## src/rtl/core/tlpq_pkg.sv

```systemverilog
// Shared types and constants of the three-level priority queue.
package tlpq_pkg;

    // Fixed field widths
    localparam int ITEM_BITS      = 8;
    localparam int BOUND_BITS     = 8;
    localparam int END_BITS       = 9;
    localparam int CFG_INDEX_BITS = 3;
    localparam int CFG_DATA_BITS  = 9;
    localparam int LEVEL_BITS     = 2;
    localparam int STATUS_BITS    = 3;
    localparam int NUM_LEVELS     = 3;

    // Register indexes on the configuration port
    localparam logic [CFG_INDEX_BITS-1:0] REG_HIGH_START   = 3'd0;
    localparam logic [CFG_INDEX_BITS-1:0] REG_MEDIUM_START = 3'd1;
    localparam logic [CFG_INDEX_BITS-1:0] REG_LOW_START    = 3'd2;
    localparam logic [CFG_INDEX_BITS-1:0] REG_LOW_END      = 3'd3;

    // Band bounds after reset
    localparam logic [BOUND_BITS-1:0] RESET_HIGH_START   = 8'd10;
    localparam logic [BOUND_BITS-1:0] RESET_MEDIUM_START = 8'd20;
    localparam logic [BOUND_BITS-1:0] RESET_LOW_START    = 8'd30;
    localparam logic [END_BITS-1:0]   RESET_LOW_END      = 9'd40;

    // Request actions
    localparam logic ACTION_INSERT = 1'b0;
    localparam logic ACTION_REMOVE = 1'b1;

    // Queue levels
    localparam logic [LEVEL_BITS-1:0] LEVEL_HIGH   = 2'd0;
    localparam logic [LEVEL_BITS-1:0] LEVEL_MEDIUM = 2'd1;
    localparam logic [LEVEL_BITS-1:0] LEVEL_LOW    = 2'd2;

    typedef enum logic [STATUS_BITS-1:0] {
        STATUS_INSERTED    = 3'd0,
        STATUS_OUT_OF_BAND = 3'd1,
        STATUS_FULL        = 3'd2,
        STATUS_REMOVED     = 3'd3,
        STATUS_EMPTY       = 3'd4
    } status_t;

    typedef enum logic [1:0] {
        CMD_INSERT = 2'd0,
        CMD_REMOVE = 2'd1,
        CMD_DROP   = 2'd2
    } cmd_kind_t;

    // Classified command from front to back
    typedef struct packed {
        cmd_kind_t              kind;
        logic [LEVEL_BITS-1:0]  level;
        logic [ITEM_BITS-1:0]   value;
    } cmd_t;

    typedef enum logic {
        BK_EXEC = 1'b0,
        BK_READ = 1'b1
    } back_state_t;

endpackage

```

## src/rtl/core/tlpq_cmd_fifo.sv

```systemverilog
// Two-entry command queue between the front and back ends.
module tlpq_cmd_fifo
    import tlpq_pkg::*;
(
    input  logic clk,
    input  logic rst_n,
    input  logic push,
    input  cmd_t push_cmd,
    output logic full,
    input  logic pop,
    output cmd_t pop_cmd,
    output logic not_empty
);

    cmd_t       entry_reg [2];
    logic       wr_ptr_reg;
    logic       rd_ptr_reg;
    logic [1:0] count_reg;
    logic [1:0] count_next;

    assign full      = (count_reg == 2'd2);
    assign not_empty = (count_reg != 2'd0);
    assign pop_cmd   = entry_reg[rd_ptr_reg];

    // Occupancy
    always_comb
    begin
        count_next = count_reg;
        if (push && !pop)
        begin
            count_next = count_reg + 2'd1;
        end
        else if (pop && !push)
        begin
            count_next = count_reg - 2'd1;
        end
    end

    always_ff @(posedge clk or negedge rst_n)
    begin
        if (!rst_n)
        begin
            wr_ptr_reg <= 1'b0;
            rd_ptr_reg <= 1'b0;
            count_reg  <= 2'd0;
        end
        else
        begin
            count_reg <= count_next;
            if (push)
            begin
                wr_ptr_reg <= ~wr_ptr_reg;
            end
            if (pop)
            begin
                rd_ptr_reg <= ~rd_ptr_reg;
            end
        end
    end

    // Entry storage
    always_ff @(posedge clk)
    begin
        if (push)
        begin
            entry_reg[wr_ptr_reg] <= push_cmd;
        end
    end

endmodule

```

## config.mk

```make
export PLATFORM = sky130hd
export DESIGN_NAME = tlpq_cmd_fifo
export DESIGN_NICKNAME = d
export VERILOG_FILES = /design/src/rtl/core/tlpq_pkg.sv /design/src/rtl/core/tlpq_cmd_fifo.sv
export SDC_FILE = /design/constraint.sdc
export NUM_CORES = 1
export LEC_CHECK = 0
export BUFFER_PORTS_ARGS = -buffer_cell sky130_fd_sc_hd__buf_2
export CORE_MARGIN = 10
export CORE_UTILIZATION = 35
export DETAILED_ROUTE_END_ITERATION = 7
export GPL_TIMING_DRIVEN = 0
export PLACE_DENSITY = 0.64
export SETUP_SLACK_MARGIN = 0.5
export SYNTH_ARGS = -nofsm -noshare
export SYNTH_HDL_FRONTEND = slang
export SYNTH_SLANG_ARGS = --single-unit
```

## constraint.sdc

```tcl
create_clock -name clk -period 1.3 [get_ports clk]
set_input_delay 0.195 -clock clk [delete_from_list [all_inputs] [get_ports clk]]
set_output_delay 0.195 -clock clk [all_outputs]
set_load 0.05 [all_outputs]
```

# Word level (Yosys, flattened, before mapping)
# Memories as Yosys holds them, arrays and structs flattened.
# Cells that the tools add are included.
[totals]
regBits = 4
latch_bits = 0
ram_bits = 24
mem_bits_ro = 0
input_bits = 16
output_inout_bits = 14
elab_cells = 19
mem_count = 1
[classes]
addsub = 2
n_mul = 0
div = 0
magnitude_cmp = 0
n_eq_ne = 1
shift = 0
mux = 4
bitwise_logic = 2
n_reduce_logical = 6
[memory_table]
columns = ["name", "words", "word_bits", "rd", "rd_ports_with_merged_regs", "write_ports", "line_no", "rtl"]
rows = [
  ["entry_reg", 2, 12, 1, 0, 1, "tlpq_cmd_fifo.sv:15", "cmd_t entry_reg [2];"],
]
[ops]
columns = ["op", "count"]
rows = [
  ["2-bit two-way mux", 2],
  ["2-bit nonzero test", 2],
  ["2-bit by 1-bit adder with 2-bit output (second input constant)", 1],
  ["2-bit == test (second input constant)", 1],
  ["1-bit logical AND", 2],
  ["1-bit logical NOT", 2],
  ["1-bit two-way mux", 2],
  ["1-bit inverter", 2],
  ["2-bit by 1-bit subtractor with 2-bit output (second input constant)", 1],
]

# Longest topological paths before layout
[depth]
word_depth = 4
ltp_mapped = 5
ltp_nobuf = 5

# Worst setup path after synthesis
# OpenSTA, ideal clock, no wires.
[synth_path]
kind = "register to register"
start = "register wr_ptr_reg"
end = "memory entry_reg[0][0] in the netlist's numbering (enable)"
setup_time_ns = 0.382
arrival_time_ns = 0.963
required_time_ns = 0.918
slack_ns = -0.045
path_stages_with_launch = 2
path_buffers = 0
period_less_slack_ns = 1.345
path_cell_list = "dfrtp_1 -> nor2b_1"
[synth_lines]
columns = ["element", "line_no", "rtl"]
rows = [
  ["start: declaration", "tlpq_cmd_fifo.sv:16", "logic wr_ptr_reg;"],
  ["start signal: assignment", "tlpq_cmd_fifo.sv:52", "wr_ptr_reg <= ~wr_ptr_reg;"],
  ["end: declaration", "tlpq_cmd_fifo.sv:15", ""],
]
# No word-level cell before the write port.

==> results.md <==
- Register area: about 820 um^2
- Arrival time at the worst endpoint: 1360 ps
- Placed inst area: 1310 um^2
- Hold/Removal Path Class: primary input to flop
- Combinational power share: between 50% and 60%
- Highest clock rate: 0.645 GHz
- All-Layer GR Usage: around 7.4%
- Final setup margin: -252 ps
- Antenna Cells: 0
- Clock root buffer: clkbuf_4
- Area of the multi-input gates: 298 um^2
- CTS tree: done
- Worst-case clock skew: 10.3 ps
- DRT Wirelength: 1.94 mm
- Unrepaired setup endpoints after global routing: yes
- Int Power: 2.27 mW
- Max reg flops: 24
- Sequential fraction of the synthesis area: 75.3%
- # setup viols final: 13
- Top post-synthesis cells by area: edfxtp_1 66%, mux2_4 12%, dfrtp_1 9.2%
- CTS Buf Count: 3
- Mapped Cells: 53
- #FFs+latches synth: 28
- Layout area overhead: 40.0%
- First-pass GRT wire length: roughly 3.1 mm
- Initial antenna violation count: 0
- Hold WS: 52.5 ps
- Max-cap violations: 0
- GPL Wtd Cong: about 0.64
- Cell Rows: 20
- Max-slew headroom: 90.5%
- Final nets: 111
- Die height: 75.8 um
- Worst-path fanout max: 10
- Post-Route Setup TNS: -3010 ps
- Worst endpoint required time: 1110 ps
- Largest net degree at the start of global routing: 16
- IO Count: 30
- Clock Power Share: 9.5%
- Reg clk slew, reported paths: 140 ps
- Placed cells: 126
- Total grt overflow: 0
- Cell area power density: roughly 2400 nW/um^2
- Switching power: 1.46 mW
- Top-area cell type share of the netlist area: between 60 and 70%
- Post-synth EDFFs: 24
- Detailed Routing Iterations Pass 1: 4
- Post-synth top area cell: edfxtp_1
- Failing checks: setup timing
- Main synth FF type: edfxtp_1
- Most instantiated cells after synthesis: 24 x edfxtp_1, 9 x mux2_4, 4 x dfrtp_1, 4 x xor2_1, 3 x mux2_2
- DR WL/cell: between 10 and 15 um
- H-tree depth: 1
- Initial DRC count: 32
- Leak: 0.627 nW
- Syn Nets: 70
- VDD IR-drop max: roughly 1.1 mV
- Vias in the first global route: 603
- Fraction of registers with async set/reset: 14.3%
- Clock buffer depth: 2
- Port Buf Inserts: 29
- Sw Ratio: 39.1%
- Final min period: 1550 ps
- Routed via count: between 500 and 600
- # clock sinks: 28
- CP Class: flop to output pin
- Worst slew pin tran: 143 ps
- Syn_area_per_cell: 20.6 um^2
- Final Hold Viols: 0
- Setup crit start kind: flop
- FILL cells: 270
- Die W: roughly 76 um
- Final Util: 50.4%
- Flop pwr share: 35.5%
- # DRC: 0
- Final period util: 119%
- Post-route cell area: 1530 um^2
- Die area: 5750 um^2
- Cell variety after synth: 13
- Synth warn: 0
- Max Transition Viols Final: 0
- Non-Filler Instances: between 100 and 150
- Synthesized area: 1090 um^2
- Vias per inst: 4.15
- Count leader, synth: edfxtp_1
- Initial Util: 36.0%
- Share of layout cells above drive strength 1: 63.4%
- Crit. End Element: output pin
- Post-route ant nets: 0
- Clock insertion delay at the later pin of the skew report: 320 ps
- Core area: 3030 um^2
- Status: finished with violations
==> cells by family after synthesis <==
group | after synthesis | synth area share, %
AND/OR/NAND/NOR | 5 | 2.64
adder cells (fa/ha/maj) | 1 | 1.15
XOR/XNOR | 5 | 4.02
multiplexers | 12 | 15.5
flip-flops | 28 | 75.3
buffers and inverters | 2 | 1.38
==> through the flow <==
step	total power, mW	setup WS [ps]
floorplan	2.60	152
detailed placement	2.90	-36.9
finish	3.72	-252
global placement	2.88	-38.4
global route	3.92	-346
CTS	3.71	-272
==> per-layer routing <==
| metal | vias to the layer above | wire length (um) | global-route usage, % |
|---|---|---|---|
| met5 | - | 0 | 0 |
| met4 | 0 | 13 | 4.33 |
| met1 | 272 | 817 | 7.87 |
| met3 | 2 | 148 | 3.39 |
| met2 | 18 | 963 | 11.9 |
| li1 | 276 | - | - |
==> critical path, stage by stage, from the launching register on <==
cell and delay, ps:
dfrtp_1 430, buf_8 160, mux2_4 300, buf_6 150
==> final timing paths <==
path,start,end,slack (ps),cells past startpoint
worst max-delay path,rd_ptr_reg,pop_cmd[10],-250,3
worst min-delay path,push_cmd[1],entry_reg[0][1],50,1
worst max register to register,count_reg[0],count_reg[1],140,5
worst min register to register,wr_ptr_reg,wr_ptr_reg,540,1
max in group asynchronous,rst_n,count_reg[0],960,2
min in group asynchronous,rst_n,wr_ptr_reg,190,2
==> final cells by class <==
type	instances	area share, %
Multi-Input combinational cell	24	19.5
Timing Repair Buffer	35	19.9
Sequential cell	28	54.0
Tap cell	44	3.61
Buffer	1	0.984
Clock buffer	4	1.72
Inverter	1	0.246
==> power by group through the flow <==
stage | combinational [mW] | sequential, mW | clock (mW)
after floorplan | 1.27 | 1.33 | 0
after global placement | 1.54 | 1.34 | 0
after detailed placement | 1.54 | 1.36 | 0
after CTS | 2.01 | 1.33 | 0.375
after global routing | 2.15 | 1.35 | 0.422
final | 2.05 | 1.32 | 0.353
==> what timing repair did <==
item,in CTS,in global routing
setup endpoints to repair,40,41
gates resized for setup,34,3
hold endpoints to repair,4,0
pin swaps,4,5
buffers inserted,4,1
gates cloned,1,0
hold buffers,1,0
==> placed cells by master (no fill, tap or decap) <==
cell,Yosys,routed
edfxtp_1,24,24
buf_2,0,15
buf_6,1,15
mux2_4,9,9
mux2_2,3,3
xor2_1,4,3
clkbuf_4,0,3
buf_8,0,2
and2_4,0,2
nor2b_4,0,2
dfrtp_2,0,2
dfrtp_1,4,2
buf_4,0,2
inv_1,1,1
or2_4,0,1
xnor2_2,0,1
xor2_2,0,1
nor2_1,1,1
ha_1,1,1
clkbuf_1,0,1
dlygate4sd3_1,0,1
buf_12,0,1
Note: power is estimated with default switching activity, not from simulation.
