`config.mk`:
```
export PLATFORM = sky130hd
export DESIGN_NAME = tlpq_front
export DESIGN_NICKNAME = d
export VERILOG_FILES = /design/src/rtl/core/tlpq_pkg.sv /design/src/rtl/core/tlpq_front.sv
export SDC_FILE = /design/constraint.sdc
export NUM_CORES = 1
export LEC_CHECK = 0
export ABC_AREA = 1
export BUFFER_PORTS_ARGS = -buffer_cell sky130_fd_sc_hd__buf_2
export CAP_MARGIN = 40
export CORE_MARGIN = 2
export CORE_UTILIZATION = 50
export DETAILED_ROUTE_END_ITERATION = 16
export PLACE_DENSITY = 0.71
export SETUP_SLACK_MARGIN = 0.02
export SLEW_MARGIN = 25
export SYNTH_ARGS = -nofsm -noshare
export SYNTH_HDL_FRONTEND = slang
export SYNTH_SLANG_ARGS = --single-unit
```
`constraint.sdc`:
```
create_clock -name clk -period 3.2 [get_ports clk]
set_input_delay 0.64 -clock clk [delete_from_list [all_inputs] [get_ports clk]]
set_output_delay 0.64 -clock clk [all_outputs]
set_load 0.05 [all_outputs]
```
`src/rtl/core/tlpq_pkg.sv`:
```
// Shared types and constants of the three-level priority queue.
package tlpq_pkg;

    // Fixed field widths
    localparam int ITEM_BITS      = 8;
    localparam int BOUND_BITS     = 8;
    localparam int END_BITS       = 9;
    localparam int CFG_INDEX_BITS = 3;
    localparam int CFG_DATA_BITS  = 9;
    localparam int LEVEL_BITS     = 2;
    localparam int STATUS_BITS    = 3;
    localparam int NUM_LEVELS     = 3;

    // Register indexes on the configuration port
    localparam logic [CFG_INDEX_BITS-1:0] REG_HIGH_START   = 3'd0;
    localparam logic [CFG_INDEX_BITS-1:0] REG_MEDIUM_START = 3'd1;
    localparam logic [CFG_INDEX_BITS-1:0] REG_LOW_START    = 3'd2;
    localparam logic [CFG_INDEX_BITS-1:0] REG_LOW_END      = 3'd3;

    // Band bounds after reset
    localparam logic [BOUND_BITS-1:0] RESET_HIGH_START   = 8'd10;
    localparam logic [BOUND_BITS-1:0] RESET_MEDIUM_START = 8'd20;
    localparam logic [BOUND_BITS-1:0] RESET_LOW_START    = 8'd30;
    localparam logic [END_BITS-1:0]   RESET_LOW_END      = 9'd40;

    // Request actions
    localparam logic ACTION_INSERT = 1'b0;
    localparam logic ACTION_REMOVE = 1'b1;

    // Queue levels
    localparam logic [LEVEL_BITS-1:0] LEVEL_HIGH   = 2'd0;
    localparam logic [LEVEL_BITS-1:0] LEVEL_MEDIUM = 2'd1;
    localparam logic [LEVEL_BITS-1:0] LEVEL_LOW    = 2'd2;

    typedef enum logic [STATUS_BITS-1:0] {
        STATUS_INSERTED    = 3'd0,
        STATUS_OUT_OF_BAND = 3'd1,
        STATUS_FULL        = 3'd2,
        STATUS_REMOVED     = 3'd3,
        STATUS_EMPTY       = 3'd4
    } status_t;

    typedef enum logic [1:0] {
        CMD_INSERT = 2'd0,
        CMD_REMOVE = 2'd1,
        CMD_DROP   = 2'd2
    } cmd_kind_t;

    // Classified command from front to back
    typedef struct packed {
        cmd_kind_t              kind;
        logic [LEVEL_BITS-1:0]  level;
        logic [ITEM_BITS-1:0]   value;
    } cmd_t;

    typedef enum logic {
        BK_EXEC = 1'b0,
        BK_READ = 1'b1
    } back_state_t;

endpackage

```
`src/rtl/core/tlpq_front.sv`:
```
// Front end: band registers and request classification.
module tlpq_front
    import tlpq_pkg::*;
#(
    parameter int VALUE_BITS = 8
)
(
    input  logic                      clk,
    input  logic                      rst_n,
    input  logic                      cfg_we,
    input  logic [CFG_INDEX_BITS-1:0] cfg_index,
    input  logic [CFG_DATA_BITS-1:0]  cfg_data,
    input  logic                      action,
    input  logic [ITEM_BITS-1:0]      item_value,
    output cmd_t                      cmd
);

    localparam int KeepBits = (VALUE_BITS < ITEM_BITS) ? VALUE_BITS : ITEM_BITS;

    logic [BOUND_BITS-1:0] high_start_reg;
    logic [BOUND_BITS-1:0] medium_start_reg;
    logic [BOUND_BITS-1:0] low_start_reg;
    logic [END_BITS-1:0]   low_end_reg;

    logic [ITEM_BITS-1:0]  value_masked;
    logic [END_BITS-1:0]   value_ext;
    logic                  hit_high;
    logic                  hit_medium;
    logic                  hit_low;

    // Band bound registers
    always_ff @(posedge clk or negedge rst_n)
    begin
        if (!rst_n)
        begin
            high_start_reg   <= RESET_HIGH_START;
            medium_start_reg <= RESET_MEDIUM_START;
            low_start_reg    <= RESET_LOW_START;
            low_end_reg      <= RESET_LOW_END;
        end
        else if (cfg_we)
        begin
            case (cfg_index)
                REG_HIGH_START:   high_start_reg   <= cfg_data[BOUND_BITS-1:0];
                REG_MEDIUM_START: medium_start_reg <= cfg_data[BOUND_BITS-1:0];
                REG_LOW_START:    low_start_reg    <= cfg_data[BOUND_BITS-1:0];
                REG_LOW_END:      low_end_reg      <= cfg_data[END_BITS-1:0];
                default:          ;
            endcase
        end
    end

    // Band compares; an empty or reversed band never matches
    assign value_masked = ITEM_BITS'(KeepBits'(item_value));
    assign value_ext    = END_BITS'(value_masked);
    assign hit_high     = (value_ext >= END_BITS'(high_start_reg)) &&
                          (value_ext <  END_BITS'(medium_start_reg));
    assign hit_medium   = (value_ext >= END_BITS'(medium_start_reg)) &&
                          (value_ext <  END_BITS'(low_start_reg));
    assign hit_low      = (value_ext >= END_BITS'(low_start_reg)) &&
                          (value_ext <  low_end_reg);

    // Command build, highest band wins on overlap
    always_comb
    begin
        cmd.value = value_masked;
        cmd.level = LEVEL_HIGH;
        cmd.kind  = CMD_DROP;
        if (action == ACTION_REMOVE)
        begin
            cmd.kind = CMD_REMOVE;
        end
        else if (hit_high)
        begin
            cmd.kind = CMD_INSERT;
        end
        else if (hit_medium)
        begin
            cmd.kind  = CMD_INSERT;
            cmd.level = LEVEL_MEDIUM;
        end
        else if (hit_low)
        begin
            cmd.kind  = CMD_INSERT;
            cmd.level = LEVEL_LOW;
        end
    end

endmodule

```
# == After elaboration in Yosys (flattened, before gate mapping) ==
# Cells that the tools add are included.
# totals
elab_cells,27
reg_bits,33
# classes
order_cmp,6
n_eq_ne,3
n_mux,6
reduce_logical,8
# ops
cell,count
8-bit greater-or-equal comparator,3
8-bit < comparator,2
8-bit by 9-bit < comparator with 1-bit output,1
2-bit 2-to-1 mux,4
4-bit 2-to-1 mux,2
2-bit AND reduction,4
"3-bit by 2-bit equality test with 1-bit output, second input constant",2
"3-bit by 1-bit equality test with 1-bit output, second input constant",1
1-bit logical AND,3
3-bit logical NOT,1

# == Longest topological paths before layout ==
# logic_depth
ltp_word,6
mapped_depth,12

# == Worst setup path before layout ==
# No wires, ideal clock.
# synth_path
kind,in2out
from,in item_value[7]
to,out cmd[9] (netlist bit)
required_time_ps,2560
slack_ps,475
t_arrival_ps,2085
n_path_buf,0
stages,7
path_cell_list,ha_1 a21o_1 nor2_1 nand3_1 nand2_1 nand3_1 nor2_1
# synth_lines
element,line_no,text
from (decl),tlpq_front.sv:14,"input logic [ITEM_BITS-1:0] item_value,"
to (decl),tlpq_front.sv:15,output cmd_t cmd

==> results.sh <==
export IMPL_grt_pass1_vias=1681
export IMPL_max_stage_delay_ns=0.54
export IMPL_grt_max_degree=34
export IMPL_rows=24
export IMPL_die_h_um=71.8
export IMPL_avgViaCountPerCell=4.85
export IMPL_critPathLaunchType="flip-flop"
export IMPL_placed_cells=352
export IMPL_synth_async_sr_flop_share=1.00
export IMPL_timing_fmax_ghz=0.368
export IMPL_die_area_um2=5160
export IMPL_wl_per_cell_um=12.4
export IMPL_post_route_period_util=0.848
export IMPL_n_antenna_cell=0
export IMPL_cts_buffers_inserted=5
export IMPL_synth_cell_type_count=27
export IMPL_nets=362
export IMPL_yosysSeqAreaShare=0.365
export IMPL_dp_hpwl_um=3510
export IMPL_h_tree_depth=2
export IMPL_ir_drop_mv=0.297
export IMPL_ios=36
export IMPL_max_cap_viol_count=0
export IMPL_core_area_um2=4380
export IMPL_hp_class="primary input to async pin"
export IMPL_antenna_found_initial=0
export IMPL_initial_core_util=0.524
export IMPL_cts_resized=0
export IMPL_slowest_stage="dfstp_2"
export IMPL_cts_sinks=33
export IMPL_clk_pin_slew_worst_paths_ns=0.06
export IMPL_cp_common_cell="nand2_1"
export IMPL_syn2layout_area_growth_pct=9.47
export IMPL_stdcell_area_um2=2520
export IMPL_num_vias=1746
export IMPL_rr_worst_depth=2
export IMPL_firstDrtPassIters=4
export IMPL_worstPathCellList="inv_1 > ha_1 > nand2_1 > inv_1 > nand2_1 > nand2_1 > a21oi_1 > nand2_1 > nand3_1 > nor2_1 > buf_2"
export IMPL_final_cells=360
export IMPL_postRouteAntennaNets=0
export IMPL_synth_cells=278
export IMPL_grt_overflow=0
export IMPL_drtIter0Drc=60
export IMPL_synth_edf_count=0
export IMPL_cellPowerDensity_nw_per_um2=530
export IMPL_setup_viol=0
export IMPL_grt_usage=0.194
export IMPL_pre_cts_slack_ns=0.508
export IMPL_required_ns=2.56
export IMPL_status="completed"
export IMPL_synth_seq_cells=33
export IMPL_fin_skew_ns=0
export IMPL_arrival_ns=2.07
export IMPL_min_period_ns=2.71
export IMPL_port_buffer_count=35
export IMPL_worstMarginPinSlew_ns=0.722
export IMPL_crit_type="flip-flop to output pin"
export IMPL_rsz0062_at_grt="false"
export IMPL_synth_area_um2=2300
export IMPL_cts_hold_buf=0
export IMPL_synthesis_nets=333
export IMPL_drcViolationCount=0
export IMPL_postLayoutSetupSlackWorst_ns=0.485
export IMPL_num_fill_cells=420
export IMPL_largest_reg_flops=9
export IMPL_grt_pass1_wl_um=7660
export IMPL_cts_root_buf="clkbuf_8"
export IMPL_clock_latency_ns=0.28
export IMPL_synth_main_ff_cell="dfrtp_1"
export IMPL_postCtsSetupRepairBufs=0
export IMPL_placed_area_um2=2430
export IMPL_cts_tree="done"
export IMPL_r2r_start="low_start_reg[2]"
export IMPL_die_w_um=71.8
export IMPL_avgSynthCellArea_um2=8.27
export IMPL_slew_headroom=0.518
export IMPL_place_congestion=0.792
export IMPL_r2r_slack_ns=2.46
export IMPL_wl_um=4480
export IMPL_slew_violations=0
export IMPL_cts_buffer_depth=2
export IMPL_setup_tns_ns=0
export IMPL_holdWs_ns=0.409
export IMPL_yosys_warnings=0
export IMPL_layout_drive_gt1_share=0.234
export IMPL_hold_viol_final=0
export IMPL_end_kind="output pin"
export IMPL_p_leak_nw=1.38
export IMPL_cp_max_fo=3
export IMPL_reg2reg_to="low_start_reg[2]"
power by group:
part	leakage, nW	internal (mW)	total (mW)	switching, mW
registers	0.392	0.513	0.559	0.0460
clock network	0.0455	0.175	0.320	0.145
logic	0.943	0.173	0.455	0.282
critical path, delay by kind of cell, from the launching register on:
| family | cells | cell delay [ns] |
|---|---|---|
| simple gates | 6 | 0.50 |
| compound gates | 1 | 0.07 |
| buf+inv | 3 | 0.39 |
| fa+ha+maj | 1 | 0.28 |
| flops | 1 | 0.54 |
layout by cell type (no fill, tap or decap), drive strengths merged:
master / synthesis / final
a21oi: 10 / 10
buf: 13 / 35
ha: 31 / 31
a21o: 1 / 1
o21bai: 2 / 2
clkbuf: 0 / 8
nand2: 72 / 72
dfstp: 10 / 10
nand4: 4 / 4
nand3b: 2 / 2
and2: 1 / 1
inv: 54 / 54
dfrtp: 23 / 23
nand3: 6 / 6
o21ai: 32 / 32
o21a: 1 / 1
nor2: 14 / 14
a21boi: 2 / 2
metrics by stage:
step / util / total power, mW
finish: 0.574 / 1.33
global route: 0.574 / 1.44
CTS: 0.574 / 1.34
detailed placement: 0.553 / 1.02
global placement: 0.553 / 1.00
floorplan: - / 0.904
cell usage after synthesis, types with 9 or more instances:
| cell type | n | area share |
|---|---|---|
| nand2_1 | 71 | 0.12 |
| inv_1 | 53 | 0.087 |
| ha_1 | 31 | 0.17 |
| dfrtp_1 | 23 | 0.25 |
| o21ai_1 | 20 | 0.044 |
| nor2_1 | 12 | 0.020 |
| o21ai_2 | 12 | 0.046 |
| dfstp_2 | 10 | 0.11 |
| a21oi_1 | 9 | 0.020 |
| buf_4 | 9 | 0.029 |
metal layers:
| metal | up-vias | global-route usage | share of wire |
|---|---|---|---|
| li1 | 931 | - | - |
| met1 | 769 | 0.283 | 0.51 |
| met2 | 35 | 0.284 | 0.43 |
| met3 | 11 | 0.0352 | 0.036 |
| met4 | 0 | 0.0818 | 0.025 |
| met5 | - | 0 | 0 |
layout make-up:
class                      instances  area [um2]  area share
multi-input combinational        178        1140       0.455
clock buffer                       8        90.1      0.0358
timing repair buffer              35         175      0.0696
inverter                          54         203      0.0806
sequential                        33         838       0.333
tap                               52        65.1      0.0259
worst max-delay path by stage:
stage | start | endpoint | slack, ns | cells after the start
after floorplan | item_value[7] | cmd[9] | 0.48 | 7
final | low_start_reg[2] | cmd[9] | 0.49 | 11
after global placement | item_value[7] | cmd[9] | 0.53 | 9
after global routing | item_value[7] | cmd[9] | 0.31 | 10
after detailed placement | item_value[7] | cmd[9] | 0.51 | 9
after CTS | low_start_reg[2] | cmd[9] | 0.49 | 11
cells by family (layout without fill, tap and decap cells):
| group | count (synthesis) | count (layout) | synth area share |
|---|---|---|---|
| compound gates | 48 | 48 | 0.134 |
| fa+ha+maj | 31 | 31 | 0.169 |
| buf+inv | 67 | 97 | 0.137 |
| flops | 33 | 33 | 0.365 |
| simple gates | 99 | 99 | 0.195 |
(Power assumes the default switching activity.)
