$ cat config.mk
export PLATFORM = sky130hd
export DESIGN_NAME = tlpq_back
export DESIGN_NICKNAME = d
export VERILOG_FILES = /design/src/rtl/core/tlpq_pkg.sv /design/src/rtl/core/tlpq_back.sv
export SDC_FILE = /design/constraint.sdc
export NUM_CORES = 1
export LEC_CHECK = 0
export ABC_AREA = 1
export BUFFER_PORTS_ARGS = -buffer_cell sky130_fd_sc_hd__buf_2
export CAP_MARGIN = 20
export CELL_PAD_IN_SITES_DETAIL_PLACEMENT = 1
export CELL_PAD_IN_SITES_GLOBAL_PLACEMENT = 2
export CORE_ASPECT_RATIO = 0.7
export CORE_MARGIN = 10
export CORE_UTILIZATION = 45
export DETAILED_ROUTE_END_ITERATION = 12
export PLACE_DENSITY_LB_ADDON = 0.1
export SETUP_SLACK_MARGIN = 0.2
export SLEW_MARGIN = 10
export SYNTH_ARGS = -nofsm -noshare
export SYNTH_HDL_FRONTEND = slang
export SYNTH_SLANG_ARGS = --single-unit
$ cat constraint.sdc
create_clock -name clk -period 4.3 [get_ports clk]
set_input_delay 1.075 -clock clk [delete_from_list [all_inputs] [get_ports clk]]
set_output_delay 1.075 -clock clk [all_outputs]
set_load 0.05 [all_outputs]
$ cat src/rtl/core/tlpq_pkg.sv
// Shared types and constants of the three-level priority queue.
package tlpq_pkg;

    // Fixed field widths
    localparam int ITEM_BITS      = 8;
    localparam int BOUND_BITS     = 8;
    localparam int END_BITS       = 9;
    localparam int CFG_INDEX_BITS = 3;
    localparam int CFG_DATA_BITS  = 9;
    localparam int LEVEL_BITS     = 2;
    localparam int STATUS_BITS    = 3;
    localparam int NUM_LEVELS     = 3;

    // Register indexes on the configuration port
    localparam logic [CFG_INDEX_BITS-1:0] REG_HIGH_START   = 3'd0;
    localparam logic [CFG_INDEX_BITS-1:0] REG_MEDIUM_START = 3'd1;
    localparam logic [CFG_INDEX_BITS-1:0] REG_LOW_START    = 3'd2;
    localparam logic [CFG_INDEX_BITS-1:0] REG_LOW_END      = 3'd3;

    // Band bounds after reset
    localparam logic [BOUND_BITS-1:0] RESET_HIGH_START   = 8'd10;
    localparam logic [BOUND_BITS-1:0] RESET_MEDIUM_START = 8'd20;
    localparam logic [BOUND_BITS-1:0] RESET_LOW_START    = 8'd30;
    localparam logic [END_BITS-1:0]   RESET_LOW_END      = 9'd40;

    // Request actions
    localparam logic ACTION_INSERT = 1'b0;
    localparam logic ACTION_REMOVE = 1'b1;

    // Queue levels
    localparam logic [LEVEL_BITS-1:0] LEVEL_HIGH   = 2'd0;
    localparam logic [LEVEL_BITS-1:0] LEVEL_MEDIUM = 2'd1;
    localparam logic [LEVEL_BITS-1:0] LEVEL_LOW    = 2'd2;

    typedef enum logic [STATUS_BITS-1:0] {
        STATUS_INSERTED    = 3'd0,
        STATUS_OUT_OF_BAND = 3'd1,
        STATUS_FULL        = 3'd2,
        STATUS_REMOVED     = 3'd3,
        STATUS_EMPTY       = 3'd4
    } status_t;

    typedef enum logic [1:0] {
        CMD_INSERT = 2'd0,
        CMD_REMOVE = 2'd1,
        CMD_DROP   = 2'd2
    } cmd_kind_t;

    // Classified command from front to back
    typedef struct packed {
        cmd_kind_t              kind;
        logic [LEVEL_BITS-1:0]  level;
        logic [ITEM_BITS-1:0]   value;
    } cmd_t;

    typedef enum logic {
        BK_EXEC = 1'b0,
        BK_READ = 1'b1
    } back_state_t;

endpackage

$ cat src/rtl/core/tlpq_back.sv
// Back end: three queue memories, pointers, counts and the response register.
module tlpq_back
    import tlpq_pkg::*;
#(
    parameter int QUEUE_DEPTH = 16,
    parameter int VALUE_BITS  = 8
)
(
    input  logic                    clk,
    input  logic                    rst_n,
    input  logic                    cmd_valid,
    input  cmd_t                    cmd,
    output logic                    cmd_pop,
    output logic                    rsp_valid,
    input  logic                    rsp_ready,
    output logic [STATUS_BITS-1:0]  rsp_status,
    output logic [ITEM_BITS-1:0]    rsp_value,
    output logic [LEVEL_BITS-1:0]   rsp_level
);

    localparam int KeepBits = (VALUE_BITS < ITEM_BITS) ? VALUE_BITS : ITEM_BITS;
    localparam int AddrBits = $clog2(QUEUE_DEPTH);
    localparam int CountBits = $clog2(QUEUE_DEPTH + 1);
    localparam logic [AddrBits-1:0]  LastAddr = AddrBits'(QUEUE_DEPTH - 1);
    localparam logic [CountBits-1:0] FullCount = CountBits'(QUEUE_DEPTH);

    back_state_t state_reg;
    back_state_t state_next;

    logic [KeepBits-1:0]  mem [NUM_LEVELS][QUEUE_DEPTH];
    logic [KeepBits-1:0]  rd_data_reg [NUM_LEVELS];
    logic [AddrBits-1:0]  rd_ptr_reg [NUM_LEVELS];
    logic [AddrBits-1:0]  wr_ptr_reg [NUM_LEVELS];
    logic [CountBits-1:0] count_reg [NUM_LEVELS];

    logic [LEVEL_BITS-1:0] serve_level_reg;
    logic [LEVEL_BITS-1:0] serve_level_next;

    logic                   out_valid_reg;
    logic                   out_valid_next;
    logic [STATUS_BITS-1:0] out_status_reg;
    logic [ITEM_BITS-1:0]   out_value_reg;
    logic [LEVEL_BITS-1:0]  out_level_reg;

    logic [NUM_LEVELS-1:0]  nonempty;
    logic                   any_data;
    logic [LEVEL_BITS-1:0]  pick_level;
    logic                   sel_full;
    logic                   exec;
    logic                   do_insert;
    logic                   do_remove;
    logic [NUM_LEVELS-1:0]  ins_hit;
    logic [NUM_LEVELS-1:0]  rem_hit;
    logic                   load;
    status_t                load_status;
    logic [ITEM_BITS-1:0]   load_value;
    logic [LEVEL_BITS-1:0]  load_level;
    logic [KeepBits-1:0]    read_word;

    // Queue occupancy and priority pick
    always_comb
    begin
        for (int i = 0; i < NUM_LEVELS; i++)
        begin
            nonempty[i] = (count_reg[i] != '0);
        end
        any_data = |nonempty;
        if (nonempty[0])
        begin
            pick_level = LEVEL_HIGH;
        end
        else if (nonempty[1])
        begin
            pick_level = LEVEL_MEDIUM;
        end
        else
        begin
            pick_level = LEVEL_LOW;
        end
    end

    // Full flag of the addressed queue
    always_comb
    begin
        case (cmd.level)
            LEVEL_HIGH:   sel_full = (count_reg[0] == FullCount);
            LEVEL_MEDIUM: sel_full = (count_reg[1] == FullCount);
            LEVEL_LOW:    sel_full = (count_reg[2] == FullCount);
            default:      sel_full = 1'b1;
        endcase
    end

    // Read word of the queue being served
    always_comb
    begin
        case (serve_level_reg)
            LEVEL_HIGH:   read_word = rd_data_reg[0];
            LEVEL_MEDIUM: read_word = rd_data_reg[1];
            default:      read_word = rd_data_reg[2];
        endcase
    end

    // Next state
    always_comb
    begin
        state_next = state_reg;
        case (state_reg)
            BK_EXEC:
            begin
                if (exec && (cmd.kind == CMD_REMOVE) && any_data)
                begin
                    state_next = BK_READ;
                end
            end
            BK_READ:
            begin
                state_next = BK_EXEC;
            end
            default:
            begin
                state_next = BK_EXEC;
            end
        endcase
    end

    // Command execution and response load
    always_comb
    begin
        exec             = 1'b0;
        do_insert        = 1'b0;
        do_remove        = 1'b0;
        load             = 1'b0;
        load_status      = STATUS_INSERTED;
        load_value       = '0;
        load_level       = LEVEL_HIGH;
        serve_level_next = serve_level_reg;
        case (state_reg)
            BK_EXEC:
            begin
                exec = cmd_valid && (!out_valid_reg || rsp_ready);
                if (exec)
                begin
                    case (cmd.kind)
                        CMD_INSERT:
                        begin
                            load       = 1'b1;
                            load_level = cmd.level;
                            if (sel_full)
                            begin
                                load_status = STATUS_FULL;
                            end
                            else
                            begin
                                do_insert   = 1'b1;
                                load_status = STATUS_INSERTED;
                            end
                        end
                        CMD_REMOVE:
                        begin
                            if (any_data)
                            begin
                                do_remove        = 1'b1;
                                serve_level_next = pick_level;
                            end
                            else
                            begin
                                load        = 1'b1;
                                load_status = STATUS_EMPTY;
                            end
                        end
                        default:
                        begin
                            load        = 1'b1;
                            load_status = STATUS_OUT_OF_BAND;
                        end
                    endcase
                end
            end
            BK_READ:
            begin
                load        = 1'b1;
                load_status = STATUS_REMOVED;
                load_value  = ITEM_BITS'(read_word);
                load_level  = serve_level_reg;
            end
            default:
            begin
            end
        endcase
        for (int i = 0; i < NUM_LEVELS; i++)
        begin
            ins_hit[i] = do_insert && (cmd.level == LEVEL_BITS'(i));
            rem_hit[i] = do_remove && (pick_level == LEVEL_BITS'(i));
        end
    end

    assign cmd_pop = exec;

    always_comb
    begin
        out_valid_next = out_valid_reg;
        if (load)
        begin
            out_valid_next = 1'b1;
        end
        else if (rsp_ready)
        begin
            out_valid_next = 1'b0;
        end
    end

    // Control registers
    always_ff @(posedge clk or negedge rst_n)
    begin
        if (!rst_n)
        begin
            state_reg     <= BK_EXEC;
            out_valid_reg <= 1'b0;
            for (int i = 0; i < NUM_LEVELS; i++)
            begin
                rd_ptr_reg[i] <= '0;
                wr_ptr_reg[i] <= '0;
                count_reg[i]  <= '0;
            end
        end
        else
        begin
            state_reg     <= state_next;
            out_valid_reg <= out_valid_next;
            for (int i = 0; i < NUM_LEVELS; i++)
            begin
                if (ins_hit[i])
                begin
                    wr_ptr_reg[i] <= (wr_ptr_reg[i] == LastAddr) ? '0 : wr_ptr_reg[i] + 1'b1;
                    count_reg[i]  <= count_reg[i] + 1'b1;
                end
                if (rem_hit[i])
                begin
                    rd_ptr_reg[i] <= (rd_ptr_reg[i] == LastAddr) ? '0 : rd_ptr_reg[i] + 1'b1;
                    count_reg[i]  <= count_reg[i] - 1'b1;
                end
            end
        end
    end

    // Response payload and served level
    always_ff @(posedge clk)
    begin
        serve_level_reg <= serve_level_next;
        if (load)
        begin
            out_status_reg <= load_status;
            out_value_reg  <= load_value;
            out_level_reg  <= load_level;
        end
    end

    // Queue memories: one write and one registered read per queue
    always_ff @(posedge clk)
    begin
        for (int i = 0; i < NUM_LEVELS; i++)
        begin
            if (ins_hit[i])
            begin
                mem[i][wr_ptr_reg[i]] <= KeepBits'(cmd.value);
            end
            if (rem_hit[i])
            begin
                rd_data_reg[i] <= mem[i][rd_ptr_reg[i]];
            end
        end
    end

    assign rsp_valid  = out_valid_reg;
    assign rsp_status = out_status_reg;
    assign rsp_value  = out_value_reg;
    assign rsp_level  = out_level_reg;

endmodule

After elaboration in Yosys (flattened, before gate mapping)

Memories as Yosys holds them, arrays and structs flattened.
Cells that the tools add are included.

Add/sub/neg operators: 12
Magnitude comparators: 9
Equal/unequal tests: 15
Multiplexer cells: 80
Bitwise operators: 7
Reductions and logical operators: 31

Operators by type and width:

| operator                                                  | count |
|---|---|
| 2-to-1 mux 128 bit                                        | 7 |
| OR reduction 128 bit                                      | 2 |
| binary-select mux 8 bit (select 4 bit)                    | 3 |
| demux 8 bit (select 4 bit)                                | 3 |
| 2-to-1 mux 8 bit                                          | 11 |
| greater-or-equal comparator 5 bit (second input constant) | 6 |
| 2-to-1 mux 5 bit                                          | 6 |
| inverter 4 -> 5 bit                                       | 6 |
| 2-to-1 mux 1 bit                                          | 26 |
| adder 4 x 1 -> 4 bit (second input constant)              | 6 |
| equality test 4 bit (second input constant)               | 6 |
| 2-to-1 mux 4 bit                                          | 6 |
| 2-to-1 mux 2 bit                                          | 9 |
| one-hot mux 8 bit (2 select lines)                        | 1 |
| OR reduction 8 bit                                        | 2 |
| adder 5 x 1 -> 5 bit (second input constant)              | 3 |
| equality test 5 bit (second input constant)               | 3 |
| < comparator 5 x 1 -> 1 bit (second input constant)       | 3 |
| nonzero test 5 bit                                        | 3 |
| subtractor 5 x 1 -> 5 bit (second input constant)         | 3 |
| logical AND 1 bit                                         | 12 |
| one-hot mux 3 bit (2 select lines)                        | 2 |
| equality test 2 x 1 -> 1 bit (second input constant)      | 4 |
| zero test 2 bit                                           | 4 |
| other kinds (11)                                          | 17 |

Register bits: 56
Bits in writable memories: 408
Input bits: 16
Output and inout bits: 15
Logic and storage cells: 171
Memories: 2

Memory list:

| memory      | words | bits a word | read ports | clocked after memory_dff | wr ports | line            | text |
|---|---|---|---|---|---|---|---|
| mem         | 3     | 128         | 3          | 0                        | 1        | tlpq_back.sv:30 | `logic [KeepBits-1:0] mem [NUM_LEVELS][QUEUE_DEPTH];` |
| rd_data_reg | 3     | 8           | 3          | 0                        | 1        | tlpq_back.sv:31 | `logic [KeepBits-1:0] rd_data_reg [NUM_LEVELS];` |

Longest topological paths before layout

Word-level depth: 12
Depth in mapped cells: 18
Mapped depth without buffers: 18

Worst setup path after synthesis

No wires, ideal clock.

Kind: in2reg
Start: in rsp_ready
End: reg count_reg[14] (netlist name)
Setup time: 117 ps
Arrival time: 2,783 ps
Slack: 1,401 ps
Stages on the path: 17
Cells stage by stage: inv_1 > nand2_2 > nand3_4 > nor2_4 > nand3_2 > inv_2 > ha_1 > inv_1 > nor2_1 > nor2_1 > inv_1 > a21oi_1 > inv_1 > nand2_1 > o21ai_1 > nand2_1 > nand2_1

Word-level cells in the longest chain between the ends: 6
Elaborated cells on any way between the ends: 10

Ends and longest elaborated chain:

| what                                                   | line             | text |
|---|---|---|
| start: declaration                                     | tlpq_back.sv:15  | `input logic rsp_ready,` |
| logical OR 1 bit (*)                                   | tlpq_back.sv:140 | `exec = cmd_valid && (!out_valid_reg \|\| rsp_ready);` |
| logical AND 1 bit (*)                                  | tlpq_back.sv:140 |  |
| 2-to-1 mux 1 bit (*)                                   | tlpq_back.sv:141 | `if (exec)` |
| 2-to-1 mux 1 bit (*)                                   | tlpq_back.sv:137 | `case (state_reg)` |
| logical AND 1 bit (*)                                  | tlpq_back.sv:193 | `rem_hit[i] = do_remove && (pick_level == LEVEL_BITS'(i));` |
| named net rem_hit[0]                                   | tlpq_back.sv:53  | `logic [NUM_LEVELS-1:0] rem_hit;` |
| 2-to-1 mux 5 bit or nonzero test 2 bit (tied branches) | -                |  |
| end signal: indexed assignment                         | tlpq_back.sv:235 | `count_reg[i] <= count_reg[i] + 1'b1;` |
| end signal: indexed assignment                         | tlpq_back.sv:240 | `count_reg[i] <= count_reg[i] - 1'b1;` |
| end: declaration                                       | tlpq_back.sv:34  | `logic [CountBits-1:0] count_reg [NUM_LEVELS];` |

Mark *: on every way through the listed nets, which the timed path passes. The rest lies on a longest branch.
A chain may end at the register's enable or synchronous reset.

Worst setup path in the final report

Start: in cmd[8] (netlist name)
End: mem mem[0][328] (netlist name), enable pin

Word-level cells in the longest chain between the ends: 12
Elaborated cells on any way between the ends: 23

Ends and longest elaborated chain:

| what                                                                          | line                              | text |
|---|---|---|
| start: declaration                                                            | tlpq_back.sv:12                   | `input cmd_t cmd,` |
| equality test 2 bit, or another cell as far along                             | tlpq_back.sv:85, tlpq_back.sv:192 |  |
| one-hot mux 1 bit (3 select lines)                                            | tlpq_back.sv:85                   | `case (cmd.level)` |
| 2-to-1 mux 1 bit                                                              | tlpq_back.sv:148                  | `if (sel_full)` |
| 2-to-1 mux 1 bit                                                              | tlpq_back.sv:143                  | `case (cmd.kind)` |
| 2-to-1 mux 1 bit                                                              | tlpq_back.sv:141                  |  |
| 2-to-1 mux 1 bit                                                              | tlpq_back.sv:137                  |  |
| logical AND 1 bit                                                             | tlpq_back.sv:192                  | `ins_hit[i] = do_insert && (cmd.level == LEVEL_BITS'(i));` |
| 2-to-1 mux 1 bit                                                              | tlpq_back.sv:263                  | `if (ins_hit[i])` |
| 2-to-1 mux 128 bit (not written as such)                                      | tlpq_back.sv:265                  | `mem[i][wr_ptr_reg[i]] <= KeepBits'(cmd.value);` |
| OR reduction 128 bit (no line)                                                | -                                 |  |
| 2-to-1 mux 2 bit (no line) or 2-to-1 mux 128 bit (tied branches) (2 in a row) | -                                 |  |
| end: declaration                                                              | tlpq_back.sv:30                   |  |

Several ways; a longest one is shown, not always the timed one.

==> impl_metrics.ini <==
[run_status]
status = finished clean

[detailed_routing]
drtAntennaViolNets = 0
dr.pass1.iters = 5
drc_errors = 0
wl_per_cell_um = 24.1
wirelength_um = 52500
drtIter0Drc = 1100
dr_total_vias = 12200
avgViaCountPerCell = 5.59

[critical_path]
endpoint_kind = flip-flop
path_class = in2reg
crit_path_max_fanout = 10
cp.arrival_ns = 3.21
critPathRequiredTime_ns = 4.49
startpoint_type = input port

[placement]
gp_congestion = 0.831
dp_hpwl_um = 34900
place_area_um2 = 19900
dp_worst_setup_slack_ns = 0.714
port_buffers = 30

[floorplanning]
coreArea_um2 = 42300
rows = 63
die_area_um2 = 51500
die_w_um = 267
die_h_um = 193
floorplan.initialDensity_pct = 45.5
io_pins = 31

[layout]
final_util_pct = 50.8
multi_input_area_um2 = 4870
largest_reg_flops = 384
diodes = 0
drive_gt1_share_pct = 11.1
fin_nets = 1634
seqCellArea_um2 = 13700
area_growth_pct = 11.7
finalInstanceArea_um2 = 21500
fill_cells = 4330

[logic_synthesis]
postSynthAreaPerCell_um2 = 12.4
synth-main-ff-cell = edfxtp_1
netlist_area_um2 = 19200
synth_largest_area_cell = edfxtp_1
ys_types = 43
syn-instance-count = 1554
synth-warning-count = 0
yosysTopAreaCellShare_pct = 66.1
ys_top_cells_by_count = edfxtp_1 (423), nor2_1 (261), nand2_1 (209)
ys_seq_area_share_pct = 71.5
ys_ff_latch = 464
yosys-top-cells-area = edfxtp_1 (66%), dfrtp_1 (5.3%), nor2_1 (5.1%)
ys_async_sr_fraction_pct = 8.84
synth_most_common_cell = edfxtp_1
synth_edf_count = 423
syn-num-nets = 1601

[clocking]
cts_tree = done
clk_pin_slew_ns = 0.06
clkSinkCount = 464
hold_buffers = 0
cts_resized = 0
postCtsSetupBuffers = 0
cts_made_buffers = 46
cts-root-buf = clkbuf_16
clock_path_buffers = 3
clk_latency_ns = 0.57
htreeDepth = 2

[pwr]
power.share.switching_pct = 34.3
power_mw = 12.8
comb_power_share_pct = 25.1
p_per_area_nw_per_um2 = 596
max-vdd-ir-drop_mv = 0.414
p_int_mw = 8.40
p_leak_nw = 7.63
clkPwrFrac_pct = 31.9
p_sw_mw = 4.38
pwr-share-seq_pct = 43.0

[timing]
setup_slack_ns = 1.28
slew_viol_final = 0
hold_viol = 0
relSlewSlack_pct = 29.2
fmax_mhz = 331
skew_ns = 0.0185
fin_crit_sh_pct = 70.2
rsz0062_at_grt = false
tns_ns = 0
setup_viol = 0
period_minus_slack_ns = 3.02
tightest_slew_ns = 1.06

[grt]
grt_start_max_net_pins = 67
track_usage_pct = 20.5
grt.overflow.total = 0
antenna_found_initial = 0
grt_pass1_vias = 12600
grt_pass1_wl_um = 79600

[job]
maxCapViolations = 0

[worst_hold_path]
hold_path_class = reg2reg
==> power by group through the flow <==
stage	Clock, mW	Combinational (mW)	Sequential [mW]
floorplan	0	2.09	5.44
global route	4.34	3.55	5.53
global placement	0	3.15	5.58
finish	4.07	3.21	5.49
detailed placement	0	3.19	5.59
CTS	4.16	3.21	5.49
==> metal layers <==
| metal | vias to the layer above | global-route usage, % | wire length [um] |
|---|---|---|---|
| met3 | 57 | 2.84 | 2750 |
| met5 | - | 0 | 0 |
| met2 | 302 | 31.7 | 23400 |
| met1 | 6170 | 30.8 | 25700 |
| met4 | 0 | 3.66 | 686 |
| li1 | 5644 | - | - |
==> worst max-delay path, cell delays in order <==
cell and delay [ns]:
buf_2 0.10, inv_1 0.07, ha_1 0.28, inv_1 0.06, nand2_1 0.06, nor2_1 0.07
nor2_4 0.17, nand4_4 0.22, inv_2 0.21, nand2_1 0.27, nor2_1 0.61
==> path summary, 6_finish.rpt <==
kind,startpoint,to,slack (ns),cells past startpoint
setup / recovery,cmd[8],mem[0][328],1.28,11
hold / removal,count_reg[8],count_reg[8],0.52,2
setup reg to reg,state_reg,count_reg[14],1.45,17
hold reg to reg,count_reg[8],count_reg[8],0.52,2
max in group asynchronous,rst_n,rd_ptr_reg[8],2.91,2
min in group asynchronous,rst_n,rsp_valid,0.63,1
==> stage by stage <==
stage,hold WS (ns),std cells
after floorplan,0.469,1554
after global placement,0.494,2091
after global routing,0.565,2176
after CTS,0.522,2176
final,0.520,2176
after detailed placement,0.505,2091
==> final cells by class <==
class	count	area share [%]
flip-flops and latches	464	64.0
well taps	552	3.22
clock inverters	30	1.41
clock buffers	55	5.71
repair buffers	53	1.50
multi-input cells	942	22.7
inverters	80	1.42
==> cells in the final DEF, fill, tap and decap left out, types with 13 or more instances in the layout <==
cell type / instances
o221ai_1: 18
a21oi_1: 29
nand2_1: 209
ha_1: 28
o21ai_1: 15
clkbuf_16: 46
inv_1: 61
buf_4: 23
nand3_1: 73
dfrtp_1: 37
o211ai_1: 21
o22ai_1: 29
o32ai_1: 16
o21ai_0: 169
buf_2: 30
edfxtp_1: 423
inv_2: 13
xor2_1: 14
nor2_1: 261
==> cells by family (layout without fill, tap and decap cells) <==
logic type,Yosys count,in the layout,share of synthesized area [%]
xor+xnor,16,16,0.730
compound gates,313,313,9.55
fa+ha+maj,31,31,2.14
buf+inv,148,218,3.15
flops,464,464,71.5
simple gates,582,582,12.9
Power figures use the tool's default switching activity.
